**config.mk**
```make
export PLATFORM = sky130hd
export DESIGN_NAME = load_cell_adc_serial_reader
export DESIGN_NICKNAME = d
export VERILOG_FILES = /design/src/rtl/lcr_pkg.sv /design/src/rtl/load_cell_adc_serial_reader.sv /design/src/rtl/lcr_div.sv /design/src/rtl/lcr_dp.sv /design/src/rtl/lcr_ctrl.sv
export VERILOG_INCLUDE_DIRS = /design/src /design/src/rtl
export SDC_FILE = /design/constraint.sdc
export NUM_CORES = 2
export LEC_CHECK = 0
export ABC_AREA = 1
export ABC_CLOCK_PERIOD_IN_PS = 17800
export BUFFER_PORTS_ARGS = -buffer_cell sky130_fd_sc_hd__buf_2
export CORE_ASPECT_RATIO = 0.9
export CORE_MARGIN = 3
export CORE_UTILIZATION = 56
export DETAILED_ROUTE_END_ITERATION = 8
export PLACE_DENSITY_LB_ADDON = 0.1
export SYNTH_ARGS = -nofsm -noshare
export SYNTH_HDL_FRONTEND = slang
export SYNTH_SLANG_ARGS = --single-unit
```
**constraint.sdc**
```tcl
create_clock -name clk -period 17.8 [get_ports clk]
set_input_delay 0 -clock clk [delete_from_list [all_inputs] [get_ports clk]]
set_output_delay 0 -clock clk [all_outputs]
set_load 0.01 [all_outputs]
```
**src/rtl/assert_macros.svh**
```systemverilog
`ifndef ASSERT_MACROS_SVH
`define ASSERT_MACROS_SVH

// Both macros expect clk and rst_n in the scope where they are used.
`define LCR_ASSERT_SAME(lbl, ante, cons) \
  lbl: assert property (@(posedge clk) disable iff (!rst_n) (ante) |-> (cons)) \
    else $error("assertion failed in same cycle check");

`define LCR_ASSERT_NEXT(lbl, ante, cons) \
  lbl: assert property (@(posedge clk) disable iff (!rst_n) (ante) |=> (cons)) \
    else $error("assertion failed in next cycle check");

`endif

```
**src/rtl/lcr_pkg.sv**
```systemverilog
`default_nettype none

package lcr_pkg;

  localparam int SAMPLE_W    = 24;
  localparam int SLOPE_W     = 32;
  localparam int TIMEOUT_W   = 24;
  localparam int SUM_W       = 32;
  localparam int NCNT_W      = 8;
  localparam int PDP_W       = 5;
  localparam int EXTRA_W     = 2;
  localparam int FRAC_W      = 16;
  localparam int PROD_W      = SLOPE_W + SAMPLE_W + 1;
  localparam int WEIGHT_W    = PROD_W - FRAC_W;
  localparam int REQ_W       = 3;
  localparam int STATUS_W    = 2;
  localparam int CFG_IDX_W   = 3;
  localparam int CFG_DATA_W  = 32;
  localparam int IN_TDATA_W  = 8;
  localparam int OUT_FIELD_W = 2 + SAMPLE_W + WEIGHT_W + SAMPLE_W;
  localparam int OUT_TDATA_W = ((OUT_FIELD_W + 7) / 8) * 8;
  localparam int OUT_PAD_W   = OUT_TDATA_W - OUT_FIELD_W;

  localparam logic [SAMPLE_W-1:0] SIGN_FLIP = 24'h800000;
  localparam logic [SLOPE_W-1:0]  SLOPE_RESET = 32'h0001_0000;

  localparam logic [REQ_W-1:0] REQ_TICK  = 3'd0;
  localparam logic [REQ_W-1:0] REQ_FETCH = 3'd1;
  localparam logic [REQ_W-1:0] REQ_TARE  = 3'd2;
  localparam logic [REQ_W-1:0] REQ_PDOWN = 3'd3;
  localparam logic [REQ_W-1:0] REQ_PWRUP = 3'd4;

  localparam logic [STATUS_W-1:0] ST_NONE    = 2'd0;
  localparam logic [STATUS_W-1:0] ST_SAMPLE  = 2'd1;
  localparam logic [STATUS_W-1:0] ST_TARE    = 2'd2;
  localparam logic [STATUS_W-1:0] ST_TIMEOUT = 2'd3;

  localparam logic [CFG_IDX_W-1:0] CFG_EXTRA   = 3'd0;
  localparam logic [CFG_IDX_W-1:0] CFG_TIMEOUT = 3'd1;
  localparam logic [CFG_IDX_W-1:0] CFG_SLOPE   = 3'd2;
  localparam logic [CFG_IDX_W-1:0] CFG_TSAMP   = 3'd3;
  localparam logic [CFG_IDX_W-1:0] CFG_PDP     = 3'd4;
  localparam logic [CFG_IDX_W-1:0] CFG_FPU     = 3'd5;

  typedef enum logic [2:0] {
    PH_IDLE,
    PH_WAIT,
    PH_HI,
    PH_LO,
    PH_PDHI,
    PH_PDLO,
    PH_OFF
  } phase_t;

  typedef enum logic [1:0] {
    JOB_FETCH,
    JOB_TARE,
    JOB_PWRUP
  } job_t;

  typedef enum logic [2:0] {
    SQ_IDLE,
    SQ_DIV_GO,
    SQ_DIV_WAIT,
    SQ_MUL,
    SQ_OUT
  } seq_t;

  typedef struct packed {
    logic                wait_clr;
    logic                wait_inc;
    logic                tare_clr;
    logic                cnt_clr;
    logic                cnt_inc;
    logic                shift_clr;
    logic                shift_en;
    logic                sample_load;
    logic                tare_acc;
    logic                div_start;
    logic                prod_load;
    logic                out_load;
    logic                out_sck;
    logic                out_busy;
    logic [STATUS_W-1:0] out_status;
  } lcr_cmd_t;

  typedef struct packed {
    logic tmo_zero;
    logic wait_hit;
    logic wait_hit0;
    logic last_bit;
    logic tare_last;
    logic pd_done;
    logic pd_zero;
    logic fetch_pu;
    logic div_done;
  } lcr_stat_t;

endpackage

`default_nettype wire

```
**src/rtl/load_cell_adc_serial_reader.sv**
```systemverilog
// An accepted transaction runs the multiply state (product registered), then
// output state, which loads out_tdata and out_tvalid once any pending result is
// taken; in_tready low meanwhile. Ending a tare adds a bit-serial sum divide.
// Reset (rst_n low, synchronous) returns the block to idle and powered up,
// clears the sample, offset and tare state and loads the register defaults.
`default_nettype none

module load_cell_adc_serial_reader #(
  parameter int SAMPLE_BITS = 24
) (
  input  wire logic                           clk,
  input  wire logic                           rst_n,
  input  wire logic                           in_tvalid,
  output logic                                in_tready,
  // dout_level in bit 0, zero padding above.
  input  wire logic [lcr_pkg::IN_TDATA_W-1:0]   in_tdata,
  // req_type.
  input  wire logic [lcr_pkg::REQ_W-1:0]        in_tuser,
  output logic                                out_tvalid,
  input  wire logic                           out_tready,
  // sck_level, busy_res, raw_sample, weight, offset_value, zero padding.
  output logic [lcr_pkg::OUT_TDATA_W-1:0]       out_tdata,
  // status.
  output logic [lcr_pkg::STATUS_W-1:0]          out_tuser,
  input  wire logic                           cfg_we,
  input  wire logic [lcr_pkg::CFG_IDX_W-1:0]    cfg_index,
  input  wire logic [lcr_pkg::CFG_DATA_W-1:0]   cfg_wdata
);
  import lcr_pkg::*;

  lcr_cmd_t  cmd;
  lcr_stat_t stat;
  logic                       out_sck;
  logic                       out_busy;
  logic [STATUS_W-1:0]        out_status;
  logic [SAMPLE_W-1:0]        out_raw;
  logic signed [WEIGHT_W-1:0] out_weight;
  logic [SAMPLE_W-1:0]        out_offset;

  lcr_ctrl u_ctrl (
    .clk       (clk),
    .rst_n     (rst_n),
    .in_valid  (in_tvalid),
    .in_ready  (in_tready),
    .req_type  (in_tuser),
    .dout      (in_tdata[0]),
    .stat      (stat),
    .cmd       (cmd),
    .out_ready (out_tready),
    .out_valid (out_tvalid)
  );

  lcr_dp #(
    .SAMPLE_BITS (SAMPLE_BITS)
  ) u_dp (
    .clk        (clk),
    .rst_n      (rst_n),
    .cfg_we     (cfg_we),
    .cfg_index  (cfg_index),
    .cfg_wdata  (cfg_wdata),
    .dout       (in_tdata[0]),
    .cmd        (cmd),
    .stat       (stat),
    .out_sck    (out_sck),
    .out_busy   (out_busy),
    .out_status (out_status),
    .out_raw    (out_raw),
    .out_weight (out_weight),
    .out_offset (out_offset)
  );

  assign out_tdata = {{OUT_PAD_W{1'b0}}, out_offset, out_weight, out_raw, out_busy, out_sck};
  assign out_tuser = out_status;

endmodule

`default_nettype wire

```
**src/rtl/lcr_div.sv**
```systemverilog
`default_nettype none

module lcr_div (
  input  wire logic                     clk,
  input  wire logic                     rst_n,
  input  wire logic                     start,
  input  wire logic [lcr_pkg::SUM_W-1:0]  dividend,
  input  wire logic [lcr_pkg::NCNT_W-1:0] divisor,
  output logic                          done,
  output logic [lcr_pkg::SUM_W-1:0]       quotient
);
  import lcr_pkg::*;

  localparam int STEP_W = $clog2(SUM_W);

  logic              busy_r;
  logic              done_r;
  logic [STEP_W-1:0] step_r;
  logic [NCNT_W-1:0] rem_r;
  logic [NCNT_W-1:0] den_r;
  logic [SUM_W-1:0]  quo_r;
  logic [NCNT_W:0]   trial;
  logic              fits;
  logic [NCNT_W-1:0] rem_nxt;

  // Restoring division, one quotient bit per cycle, MSB first.
  always_comb begin
    trial   = {rem_r, quo_r[SUM_W-1]};
    fits    = (trial >= {1'b0, den_r});
    rem_nxt = fits ? NCNT_W'(trial - {1'b0, den_r}) : trial[NCNT_W-1:0];
  end

  always_ff @(posedge clk) begin
    if (!rst_n) begin
      busy_r <= 1'b0;
      done_r <= 1'b0;
      step_r <= '0;
    end else begin
      done_r <= 1'b0;
      if (start) begin
        busy_r <= 1'b1;
        step_r <= '0;
      end else if (busy_r) begin
        step_r <= step_r + STEP_W'(1);
        if (step_r == STEP_W'(SUM_W - 1)) begin
          busy_r <= 1'b0;
          done_r <= 1'b1;
        end
      end
    end
  end

  always_ff @(posedge clk) begin
    if (start) begin
      quo_r <= dividend;
      rem_r <= '0;
      den_r <= divisor;
    end else if (busy_r) begin
      quo_r <= {quo_r[SUM_W-2:0], fits};
      rem_r <= rem_nxt;
    end
  end

  assign done     = done_r;
  assign quotient = quo_r;

endmodule

`default_nettype wire

```
**src/rtl/lcr_dp.sv**
```systemverilog
`default_nettype none

module lcr_dp #(
  parameter int SAMPLE_BITS = 24
) (
  input  wire logic                         clk,
  input  wire logic                         rst_n,
  input  wire logic                         cfg_we,
  input  wire logic [lcr_pkg::CFG_IDX_W-1:0]  cfg_index,
  input  wire logic [lcr_pkg::CFG_DATA_W-1:0] cfg_wdata,
  input  wire logic                         dout,
  input  wire lcr_pkg::lcr_cmd_t              cmd,
  output lcr_pkg::lcr_stat_t                  stat,
  output logic                              out_sck,
  output logic                              out_busy,
  output logic [lcr_pkg::STATUS_W-1:0]        out_status,
  output logic [lcr_pkg::SAMPLE_W-1:0]        out_raw,
  output logic signed [lcr_pkg::WEIGHT_W-1:0] out_weight,
  output logic [lcr_pkg::SAMPLE_W-1:0]        out_offset
);
  import lcr_pkg::*;

  localparam int CNT_RAW_W = $clog2(SAMPLE_BITS + 5);
  localparam int CNT_W     = (CNT_RAW_W > PDP_W) ? CNT_RAW_W : PDP_W;

  logic [EXTRA_W-1:0]      extra_r;
  logic [TIMEOUT_W-1:0]    timeout_r;
  logic signed [SLOPE_W-1:0] slope_r;
  logic [NCNT_W-1:0]       tsamp_r;
  logic [PDP_W-1:0]        pdp_r;
  logic                    fpu_r;

  logic [TIMEOUT_W-1:0]    wait_r;
  logic [CNT_W-1:0]        cnt_r;
  logic [SAMPLE_W-1:0]     shift_r;
  logic [SAMPLE_W-1:0]     last_r;
  logic [SAMPLE_W-1:0]     off_r;
  logic [SUM_W-1:0]        sum_r;
  logic [NCNT_W-1:0]       tdone_r;
  logic signed [PROD_W-1:0] prod_r;

  logic [TIMEOUT_W-1:0]    wait_base;
  logic [TIMEOUT_W-1:0]    wait_inc_val;
  logic [SAMPLE_W-1:0]     shift_nxt;
  logic [SAMPLE_W-1:0]     sample_nxt;
  logic [NCNT_W-1:0]       tdone_inc;
  logic [NCNT_W-1:0]       n_eff;
  logic signed [SAMPLE_W:0] diff;
  logic                    div_done;
  logic [SUM_W-1:0]        div_q;

  always_ff @(posedge clk) begin
    if (!rst_n) begin
      extra_r   <= '0;
      timeout_r <= '0;
      slope_r   <= SLOPE_RESET;
      tsamp_r   <= NCNT_W'(1);
      pdp_r     <= '0;
      fpu_r     <= 1'b1;
    end else if (cfg_we) begin
      case (cfg_index)
        CFG_EXTRA:   extra_r   <= cfg_wdata[EXTRA_W-1:0];
        CFG_TIMEOUT: timeout_r <= cfg_wdata[TIMEOUT_W-1:0];
        CFG_SLOPE:   slope_r   <= cfg_wdata[SLOPE_W-1:0];
        CFG_TSAMP:   tsamp_r   <= cfg_wdata[NCNT_W-1:0];
        CFG_PDP:     pdp_r     <= cfg_wdata[PDP_W-1:0];
        CFG_FPU:     fpu_r     <= cfg_wdata[0];
        default: begin
        end
      endcase
    end
  end

  always_comb begin
    wait_base    = cmd.wait_clr ? '0 : wait_r;
    wait_inc_val = wait_base + TIMEOUT_W'(1);
    shift_nxt    = (cnt_r < CNT_W'(SAMPLE_BITS)) ? {shift_r[SAMPLE_W-2:0], dout} : shift_r;
    sample_nxt   = shift_nxt ^ SIGN_FLIP;
    tdone_inc    = tdone_r + NCNT_W'(1);
    n_eff        = (tsamp_r == '0) ? NCNT_W'(1) : tsamp_r;
    diff         = $signed({1'b0, last_r}) - $signed({1'b0, off_r});
  end

  always_comb begin
    stat.tmo_zero  = (timeout_r == '0);
    stat.wait_hit  = ((wait_r + TIMEOUT_W'(1)) >= timeout_r);
    stat.wait_hit0 = (timeout_r <= TIMEOUT_W'(1));
    stat.last_bit  = (cnt_r >= (CNT_W'(SAMPLE_BITS) + CNT_W'(extra_r)));
    stat.tare_last = (tdone_inc >= n_eff);
    stat.pd_done   = (cnt_r >= CNT_W'(pdp_r));
    stat.pd_zero   = (pdp_r == '0);
    stat.fetch_pu  = fpu_r;
    stat.div_done  = div_done;
  end

  always_ff @(posedge clk) begin
    if (!rst_n) begin
      wait_r  <= '0;
      cnt_r   <= '0;
      shift_r <= '0;
      last_r  <= '0;
      off_r   <= '0;
      sum_r   <= '0;
      tdone_r <= '0;
    end else begin
      if (cmd.wait_inc) begin
        wait_r <= wait_inc_val;
      end else if (cmd.wait_clr) begin
        wait_r <= '0;
      end
      if (cmd.cnt_clr) begin
        cnt_r <= '0;
      end else if (cmd.cnt_inc) begin
        cnt_r <= cnt_r + CNT_W'(1);
      end
      if (cmd.shift_clr) begin
        shift_r <= '0;
      end else if (cmd.shift_en) begin
        shift_r <= shift_nxt;
      end
      if (cmd.sample_load) begin
        last_r <= sample_nxt;
      end
      if (cmd.tare_clr) begin
        sum_r   <= '0;
        tdone_r <= '0;
      end else if (cmd.tare_acc) begin
        sum_r   <= sum_r + SUM_W'(sample_nxt);
        tdone_r <= tdone_inc;
      end
      if (div_done) begin
        off_r <= div_q[SAMPLE_W-1:0];
      end
    end
  end

  always_ff @(posedge clk) begin
    if (cmd.prod_load) begin
      prod_r <= slope_r * diff;
    end
  end

  always_ff @(posedge clk) begin
    if (cmd.out_load) begin
      out_sck    <= cmd.out_sck;
      out_busy   <= cmd.out_busy;
      out_status <= cmd.out_status;
      out_raw    <= last_r;
      out_weight <= prod_r[PROD_W-1:FRAC_W];
      out_offset <= off_r;
    end
  end

  lcr_div u_div (
    .clk      (clk),
    .rst_n    (rst_n),
    .start    (cmd.div_start),
    .dividend (sum_r),
    .divisor  (n_eff),
    .done     (div_done),
    .quotient (div_q)
  );

endmodule

`default_nettype wire

```
**src/rtl/lcr_ctrl.sv**
```systemverilog
`default_nettype none
`include "assert_macros.svh"

module lcr_ctrl (
  input  wire logic                    clk,
  input  wire logic                    rst_n,
  input  wire logic                    in_valid,
  output logic                         in_ready,
  input  wire logic [lcr_pkg::REQ_W-1:0] req_type,
  input  wire logic                    dout,
  input  wire lcr_pkg::lcr_stat_t        stat,
  output lcr_pkg::lcr_cmd_t              cmd,
  input  wire logic                    out_ready,
  output logic                         out_valid
);
  import lcr_pkg::*;

  phase_t phase_r, phase_nxt, ph;
  job_t   job_r, job_nxt;
  seq_t   seq_r, seq_nxt;
  logic   out_valid_r, out_valid_nxt;
  logic   res_sck_r, res_busy_r;
  logic [STATUS_W-1:0] res_status_r;

  logic acc;
  logic handled, wait_fresh, cnt_fresh, need_div, out_load;
  logic t_sck, t_busy;
  logic [STATUS_W-1:0] t_status;
  logic t_wait_clr, t_wait_inc, t_tare_clr, t_cnt_clr, t_cnt_inc;
  logic t_shift_clr, t_shift_en, t_sample_load, t_tare_acc;

  assign in_ready  = (seq_r == SQ_IDLE);
  assign acc       = in_valid && in_ready;
  assign out_valid = out_valid_r;

  always_ff @(posedge clk) begin
    if (!rst_n) begin
      phase_r     <= PH_IDLE;
      job_r       <= JOB_FETCH;
      seq_r       <= SQ_IDLE;
      out_valid_r <= 1'b0;
    end else begin
      phase_r     <= phase_nxt;
      job_r       <= job_nxt;
      seq_r       <= seq_nxt;
      out_valid_r <= out_valid_nxt;
    end
  end

  always_ff @(posedge clk) begin
    if (acc) begin
      res_sck_r    <= t_sck;
      res_busy_r   <= t_busy;
      res_status_r <= t_status;
    end
  end

  always_comb begin
    ph            = phase_r;
    job_nxt       = job_r;
    handled       = 1'b0;
    wait_fresh    = 1'b0;
    cnt_fresh     = 1'b0;
    need_div      = 1'b0;
    t_sck         = 1'b0;
    t_busy        = 1'b0;
    t_status      = ST_NONE;
    t_wait_clr    = 1'b0;
    t_wait_inc    = 1'b0;
    t_tare_clr    = 1'b0;
    t_cnt_clr     = 1'b0;
    t_cnt_inc     = 1'b0;
    t_shift_clr   = 1'b0;
    t_shift_en    = 1'b0;
    t_sample_load = 1'b0;
    t_tare_acc    = 1'b0;

    // Requests are taken only from idle, or power up from the powered-down state.
    if (phase_r == PH_IDLE) begin
      if (req_type == REQ_FETCH || req_type == REQ_TARE) begin
        job_nxt    = (req_type == REQ_FETCH) ? JOB_FETCH : JOB_TARE;
        t_tare_clr = (req_type == REQ_TARE);
        ph         = PH_WAIT;
        wait_fresh = 1'b1;
        t_wait_clr = 1'b1;
      end else if (req_type == REQ_PDOWN) begin
        ph        = PH_PDHI;
        cnt_fresh = 1'b1;
        t_cnt_clr = 1'b1;
      end
    end else if (phase_r == PH_OFF && req_type == REQ_PWRUP) begin
      handled = 1'b1;
      if (stat.fetch_pu) begin
        job_nxt    = JOB_PWRUP;
        ph         = PH_WAIT;
        t_wait_clr = 1'b1;
        t_busy     = 1'b1;
      end else begin
        ph = PH_IDLE;
      end
    end

    phase_nxt = ph;

    if (!handled) begin
      case (ph)
        PH_WAIT: begin
          if (stat.tmo_zero || !dout) begin
            phase_nxt   = PH_LO;
            t_cnt_clr   = 1'b1;
            t_shift_clr = 1'b1;
            t_sck       = 1'b1;
            t_busy      = 1'b1;
          end else begin
            t_wait_inc = 1'b1;
            if (wait_fresh ? stat.wait_hit0 : stat.wait_hit) begin
              t_status  = ST_TIMEOUT;
              phase_nxt = PH_IDLE;
            end else begin
              t_busy = 1'b1;
            end
          end
        end
        PH_HI: begin
          t_sck     = 1'b1;
          t_busy    = 1'b1;
          phase_nxt = PH_LO;
        end
        PH_LO: begin
          t_shift_en = 1'b1;
          t_cnt_inc  = 1'b1;
          if (stat.last_bit) begin
            t_sample_load = 1'b1;
            if (job_r == JOB_TARE) begin
              t_tare_acc = 1'b1;
              if (stat.tare_last) begin
                t_status  = ST_TARE;
                phase_nxt = PH_IDLE;
                need_div  = 1'b1;
              end else begin
                phase_nxt  = PH_WAIT;
                t_wait_clr = 1'b1;
                t_busy     = 1'b1;
              end
            end else begin
              t_status  = (job_r == JOB_FETCH) ? ST_SAMPLE : ST_NONE;
              phase_nxt = PH_IDLE;
            end
          end else begin
            phase_nxt = PH_HI;
            t_busy    = 1'b1;
          end
        end
        PH_PDHI: begin
          t_sck = 1'b1;
          if (cnt_fresh ? stat.pd_zero : stat.pd_done) begin
            phase_nxt = PH_OFF;
          end else begin
            phase_nxt = PH_PDLO;
            t_busy    = 1'b1;
          end
        end
        PH_PDLO: begin
          t_busy    = 1'b1;
          t_cnt_inc = 1'b1;
          phase_nxt = PH_PDHI;
        end
        PH_OFF: begin
          t_sck = 1'b1;
        end
        default: begin
          t_sck = 1'b0;
        end
      endcase
    end

    if (!acc) begin
      phase_nxt = phase_r;
      job_nxt   = job_r;
    end

    seq_nxt  = seq_r;
    out_load = 1'b0;
    case (seq_r)
      SQ_IDLE: begin
        if (acc) begin
          seq_nxt = need_div ? SQ_DIV_GO : SQ_MUL;
        end
      end
      SQ_DIV_GO: begin
        seq_nxt = SQ_DIV_WAIT;
      end
      SQ_DIV_WAIT: begin
        if (stat.div_done) begin
          seq_nxt = SQ_MUL;
        end
      end
      SQ_MUL: begin
        seq_nxt = SQ_OUT;
      end
      SQ_OUT: begin
        if (!out_valid_r || out_ready) begin
          out_load = 1'b1;
          seq_nxt  = SQ_IDLE;
        end
      end
      default: begin
        seq_nxt = SQ_IDLE;
      end
    endcase

    if (out_load) begin
      out_valid_nxt = 1'b1;
    end else if (out_ready) begin
      out_valid_nxt = 1'b0;
    end else begin
      out_valid_nxt = out_valid_r;
    end

    cmd.wait_clr    = acc && t_wait_clr;
    cmd.wait_inc    = acc && t_wait_inc;
    cmd.tare_clr    = acc && t_tare_clr;
    cmd.cnt_clr     = acc && t_cnt_clr;
    cmd.cnt_inc     = acc && t_cnt_inc;
    cmd.shift_clr   = acc && t_shift_clr;
    cmd.shift_en    = acc && t_shift_en;
    cmd.sample_load = acc && t_sample_load;
    cmd.tare_acc    = acc && t_tare_acc;
    cmd.div_start   = (seq_r == SQ_DIV_GO);
    cmd.prod_load   = (seq_r == SQ_MUL);
    cmd.out_load    = out_load;
    cmd.out_sck     = res_sck_r;
    cmd.out_busy    = res_busy_r;
    cmd.out_status  = res_status_r;
  end

  `LCR_ASSERT_NEXT(a_one_in_flight, acc, !in_ready)
  `LCR_ASSERT_NEXT(a_quiet_tick_rests, acc && !t_busy, phase_r == PH_IDLE || phase_r == PH_OFF)
  `LCR_ASSERT_SAME(a_tare_status_job, acc && t_status == ST_TARE, job_r == JOB_TARE)
  `LCR_ASSERT_NEXT(a_div_follows_tare, acc && need_div, seq_r == SQ_DIV_GO)

endmodule

`default_nettype wire
```
## Word-level counts from Yosys, hierarchy flattened

Cells that the tools add are included.

| operators by class | value |
|---|---|
| bitwise logic cells | 3 |
| reduce and logical (&&, ||, !) cells | 43 |
| $mul | 1 |
| magnitude comparators | 7 |
| multiplexer cells | 99 |
| $add $sub $neg | 9 |
| eq/ne operators | 26 |

Operators with widths:

| kind | number |
|---|---|
| 24-bit two-way mux | 3 |
| 1-bit two-way mux | 65 |
| 32-bit two-way mux | 2 |
| 32-bit by 25-bit multiplier with 57-bit output | 1 |
| 24-bit by 1-bit adder with 24-bit output, second input constant | 2 |
| 32-bit by 24-bit adder with 32-bit output | 1 |
| 3-bit two-way mux | 10 |
| 3-bit one-hot mux with 5 select lines | 2 |
| 24-bit by 24-bit subtractor with 25-bit output | 1 |
| 3-bit by 2-bit equality test with 1-bit output, second input constant | 8 |
| 3-bit equality test, second input constant | 8 |
| 24-bit >= comparator | 1 |
| 24-bit by 1-bit <= comparator with 1-bit output, second input constant | 1 |
| 24-bit logical NOT | 1 |
| 2-bit two-way mux | 12 |
| 8-bit two-way mux | 2 |
| 3-bit by 1-bit equality test with 1-bit output, second input constant | 4 |
| 2-bit AND reduction | 6 |
| 2-bit OR reduction | 6 |
| 1-bit logical AND | 11 |
| 5-bit by 1-bit adder with 5-bit output, second input constant | 2 |
| 5-bit >= comparator | 2 |
| 9-bit by 8-bit >= comparator with 1-bit output | 1 |
| 3-bit logical NOT | 3 |
| 22 further kinds | 33 |

| word-level totals | value |
|---|---|
| word-level logic and storage cells | 221 |
| bits in registers | 431 |

## Longest topological paths before layout

| logic depth | value |
|---|---|
| word-level depth | 13 |
| gate-level depth with buffers | 41 |

## By module

Synthesis repeated with hierarchy kept, for this count alone.

| unflattened totals | value |
|---|---|
| cells, all modules | 6152 |
| area total of the unflattened synthesis | 49693.9 um^2 |

Modules (own cells, without submodules):

| module | area each (um^2) | cells an instance | times used | seq. area each (um^2) |
|---|---|---|---|---|
| lcr_dp | 45860.2 | 5670 | 1 | 8287.9 |
| lcr_div | 2727.6 | 311 | 1 | 1501.4 |
| lcr_ctrl | 1049.8 | 163 | 1 | 300.3 |
| load_cell_adc_serial_reader | 56.3 | 8 | 1 | 0.0 |

## Worst setup path before layout

Ideal clock, no wire load.

| timing path | value |
|---|---|
| kind | register to register |
| start point | register u_ctrl.seq_r[0] |
| end point | register u_dp.out_busy (enable) |
| cell stages (with the launch flop) | 2 |
| arrival | 9311 ps |
| library setup time | 774 ps |
| slack | 7715 ps |
| path buffers | 0 |
| period minus slack after synthesis | 10085 ps |
| path through | dfxtp_1 nor4_1 |

RTL lines:

| element | line | RTL |
|---|---|---|
| start, declared | lcr_ctrl.sv:20 | `seq_t seq_r, seq_nxt;` |
| start signal, assigned | lcr_ctrl.sv:45 | `seq_r <= seq_nxt;` |
| end signal, assigned | lcr_dp.sv:146 | `out_busy <= cmd.out_busy;` |
| end, declared | lcr_dp.sv:15 | `output logic out_busy,` |

## Final worst setup path

| timing path | value |
|---|---|
| start point | register u_dp.last_r[0] |
| end point | register u_dp.prod_r[55] (data pin) |

| on the way | value |
|---|---|
| cells in the longest elaborated chain, start to end | 2 |

RTL lines:

| element | line | RTL |
|---|---|---|
| start, declared | lcr_dp.sv:36 | `logic [SAMPLE_W-1:0] last_r;` |
| start signal, assigned | lcr_dp.sv:122 | `last_r <= sample_nxt;` |
| 24-bit by 24-bit subtractor with 25-bit output | lcr_dp.sv:81 | `diff = $signed({1'b0, last_r}) - $signed({1'b0, off_r});` |
| 32-bit by 25-bit multiplier with 57-bit output | lcr_dp.sv:139 | `prod_r <= slope_r * diff;` |
| end signal, assigned | lcr_dp.sv:139 |  |
| end, declared | lcr_dp.sv:40 | `logic signed [PROD_W-1:0] prod_r;` |

Every way passes these cells.
A chain may end at the register's enable or synchronous reset.

==> summary.txt <==
Clock skew: 0.03469 ns
Fill count: 7,534
Port Buffers: 138
Inserted Clock Buffers: 45
WP data arrival: 10.82 ns
Initial cell density of the core: 0.5705
Synth Warn #: 0
Critical path destination: u_dp.prod_r[55]
Hold Path Class: primary input to flip-flop
Slew @ Worst Pin: 1.196 ns
Register area: 10,090 um^2
Syn avg cell area: 8.486 um^2
Placed wire-length estimate: 109,800 um
Switching share of power: 0.2996
Clock insertion delay at the later pin of the skew report: 0.63 ns
Worst r2r path cells: 33
WS Path Type: flip-flop to flip-flop
Final #Nets: 6,826
Post-synthesis cell area: 47,680 um^2
Switching power: 768.0 uW
Hold Buf Count CTS: 51
GR Util All Layers: 0.3373
Worst r2r src: u_dp.last_r[0]
Register area share after synthesis: 0.2116
Worst-path clk slew: 0.06 ns
Max-slew violations: 0
Initial antenna violation count: 1
Multi-input logic area: 32,240 um^2
Cells after synthesis: 5,619
Maxcap violations: 0
Combinational share of power: 0.161
Flop2flop setup slack: 7.35 ns
Post-DR wirelength/cell: 21.13 um
Most common flop cell mapped by yosys: dfxtp_1
Final Hold Vio Count: 0
EDFF count, synth: 178
Area after DPL: 49,390 um^2
Post-CTS resize count: 0
Die ar.: 88,690 um^2
VDD IR max: 74.40 uV
WP data required: 18.17 ns
RR Endpoint: u_dp.prod_r[55]
Die width: 313.6 um
Largest net degree at the start of global routing: 83
Via density: 5.579
Post-layout minimum cycle time: 10.45 ns
Fmax: 95.67 MHz
Cell Rows: 100
Slew HR: 0.2017
Via count: 38,285
Layout area overhead: 7.903%
Clk sink count: 415
Routed Wire Length: 145,000 um
CTS max path bufs: 3
RSZ-0062 raised after global routing: false
Design area: 51,450 um^2
# setup viols final: 0
Vias in the first global route: 39,226
First-pass GRT wire length: 226,600 um
Initial drt markers: 3,524
Fraction of registers with async set/reset: 0
CORE AREA: 83,580 um^2
CTS root buf: clkbuf_16
Delay of the slowest cell on the worst path: 1.09 ns
Yosys reg bits: 415
Run status: finished clean
Worst hold slack: 0.1959 ns
DRT antenna net count: 0
Leak pwr: 0.02546 uW
Pwr dens: 49.83 nW/um^2
Period utilization: 0.5872
Critical path's most frequent cell: fa_1
Crit path from: u_dp.last_r[0]
Sequential share of power: 0.451
Final Util: 0.6156
Distinct cell type count after synthesis: 57
Drt first pass iters: 6
Layout cells sized above 1: 0.06066
CP max stage cell: inv_1
Setup TNS Final: 0 ns
Crit. End Element: flip-flop
Worst-path maximum fanout: 21
P_int: 1796 uW
Commonest non-fill, non-tap cell in the layout: inv_1
H-Tree Depth: 2
Remaining global-route overflow: 0
Most frequent cells in the layout: 1,160 x inv_1, 967 x nand2_1, 821 x fa_1
Die height: 282.8 um
CTS tree: yes
# DRC: 0
CP Launch Type: flip-flop
Post-CTS Repair Setup Buffers: 0
I/O pin cnt: 151
Routability Congestion: 0.9609
Clock Power Share: 0.388
sequential cells by signal, indices dropped and copies added, names as in the netlist, 32 cells and up:
register             count
u_dp.prod_r             41
u_dp.sum_r              32
u_dp.slope_r            32
u_dp.u_div.quotient     32
u_dp.out_weight         41
worst min-delay path by stage:
stage	from	endpoint	slack (ns)	depth (start not counted)
final	cfg_wdata[27]	u_dp.slope_r[27]	0.20	4
after detailed placement	cfg_wdata[16]	u_dp.slope_r[16]	0.26	3
after floorplan	cfg_wdata[0]	u_dp.tsamp_r[0]	0.13	2
after global routing	cfg_wdata[27]	u_dp.slope_r[27]	0.21	4
after CTS	cfg_wdata[27]	u_dp.slope_r[27]	0.16	4
after global placement	cfg_wdata[16]	u_dp.slope_r[16]	0.26	3
critical path: cells and delay by family, from the launching register on:
kind            cells  cell delay, ns
simple gates        9            1.80
buf+inv             7            1.62
flops               1            0.34
compound gates      6            1.70
xor+xnor            1            0.09
fa+ha+maj          10            4.62
through the flow:
step | std cells | total power [uW] | setup slack [ns]
after floorplan | 5623 | 1437 | 7.715
after CTS | 6859 | 2578 | 7.844
final | 6862 | 2564 | 7.347
after global routing | 6859 | 2671 | 7.081
after global placement | 6725 | 1565 | 7.893
after detailed placement | 6725 | 1572 | 7.840
synthesized netlist by cell type (12+ instances only):
cell | count | share of area
clkbuf_1 | 166 | 0.013
o21a_1 | 12 | 0.0019
a21oi_1 | 313 | 0.033
o21bai_1 | 15 | 0.0024
dfxtp_1 | 237 | 0.099
ha_1 | 253 | 0.066
nand3_1 | 213 | 0.022
buf_2 | 39 | 0.0041
a21o_1 | 18 | 0.0028
a31oi_1 | 22 | 0.0029
edfxtp_1 | 178 | 0.11
inv_1 | 1160 | 0.091
nand2_1 | 968 | 0.076
nand4_1 | 32 | 0.0042
nor3_1 | 34 | 0.0036
xor2_1 | 69 | 0.013
nor2_1 | 573 | 0.045
o21ai_0 | 281 | 0.029
a211oi_1 | 19 | 0.0030
inv_2 | 14 | 0.0011
fa_1 | 821 | 0.34
xnor2_1 | 32 | 0.0059
or2_2 | 14 | 0.0018
routing by layer:
layer  up-vias  track usage  wire (um)
met5         -     0.003171          0
met4         0       0.1356       6475
met3       349       0.1080      17610
met2      1924       0.5110      62260
met1     18676       0.4530      58680
li1      17336            -          -
power by group through the flow:
stage	Sequential [uW]	Clock, uW	Combinational, uW
floorplan	1170	0	269
global placement	1170	0	390
detailed placement	1180	0	396
CTS	1160	1010	407
global route	1170	1050	459
finish	1160	995	412
kinds of logic after synthesis:
kind of cell               share of synthesized area
other                                     0.00007864
DFF                                           0.2116
adders and majority gates                     0.4111
xor gates and xnor gates                     0.01889
AOI/OAI and AO/OA                            0.08305
and+or+nand+nor                               0.1624
buffers and inverters                         0.1130
area by class of cell:
class,count,area share
tap,1122,0.02728
clock inverter,24,0.006177
clock buffer,59,0.02390
sequential,415,0.1961
multi-input combinational,3797,0.6266
inverter,1185,0.08645
antenna,3,0.0001459
timing repair buffer,257,0.03331
Note: power is estimated with default switching activity, not from simulation.
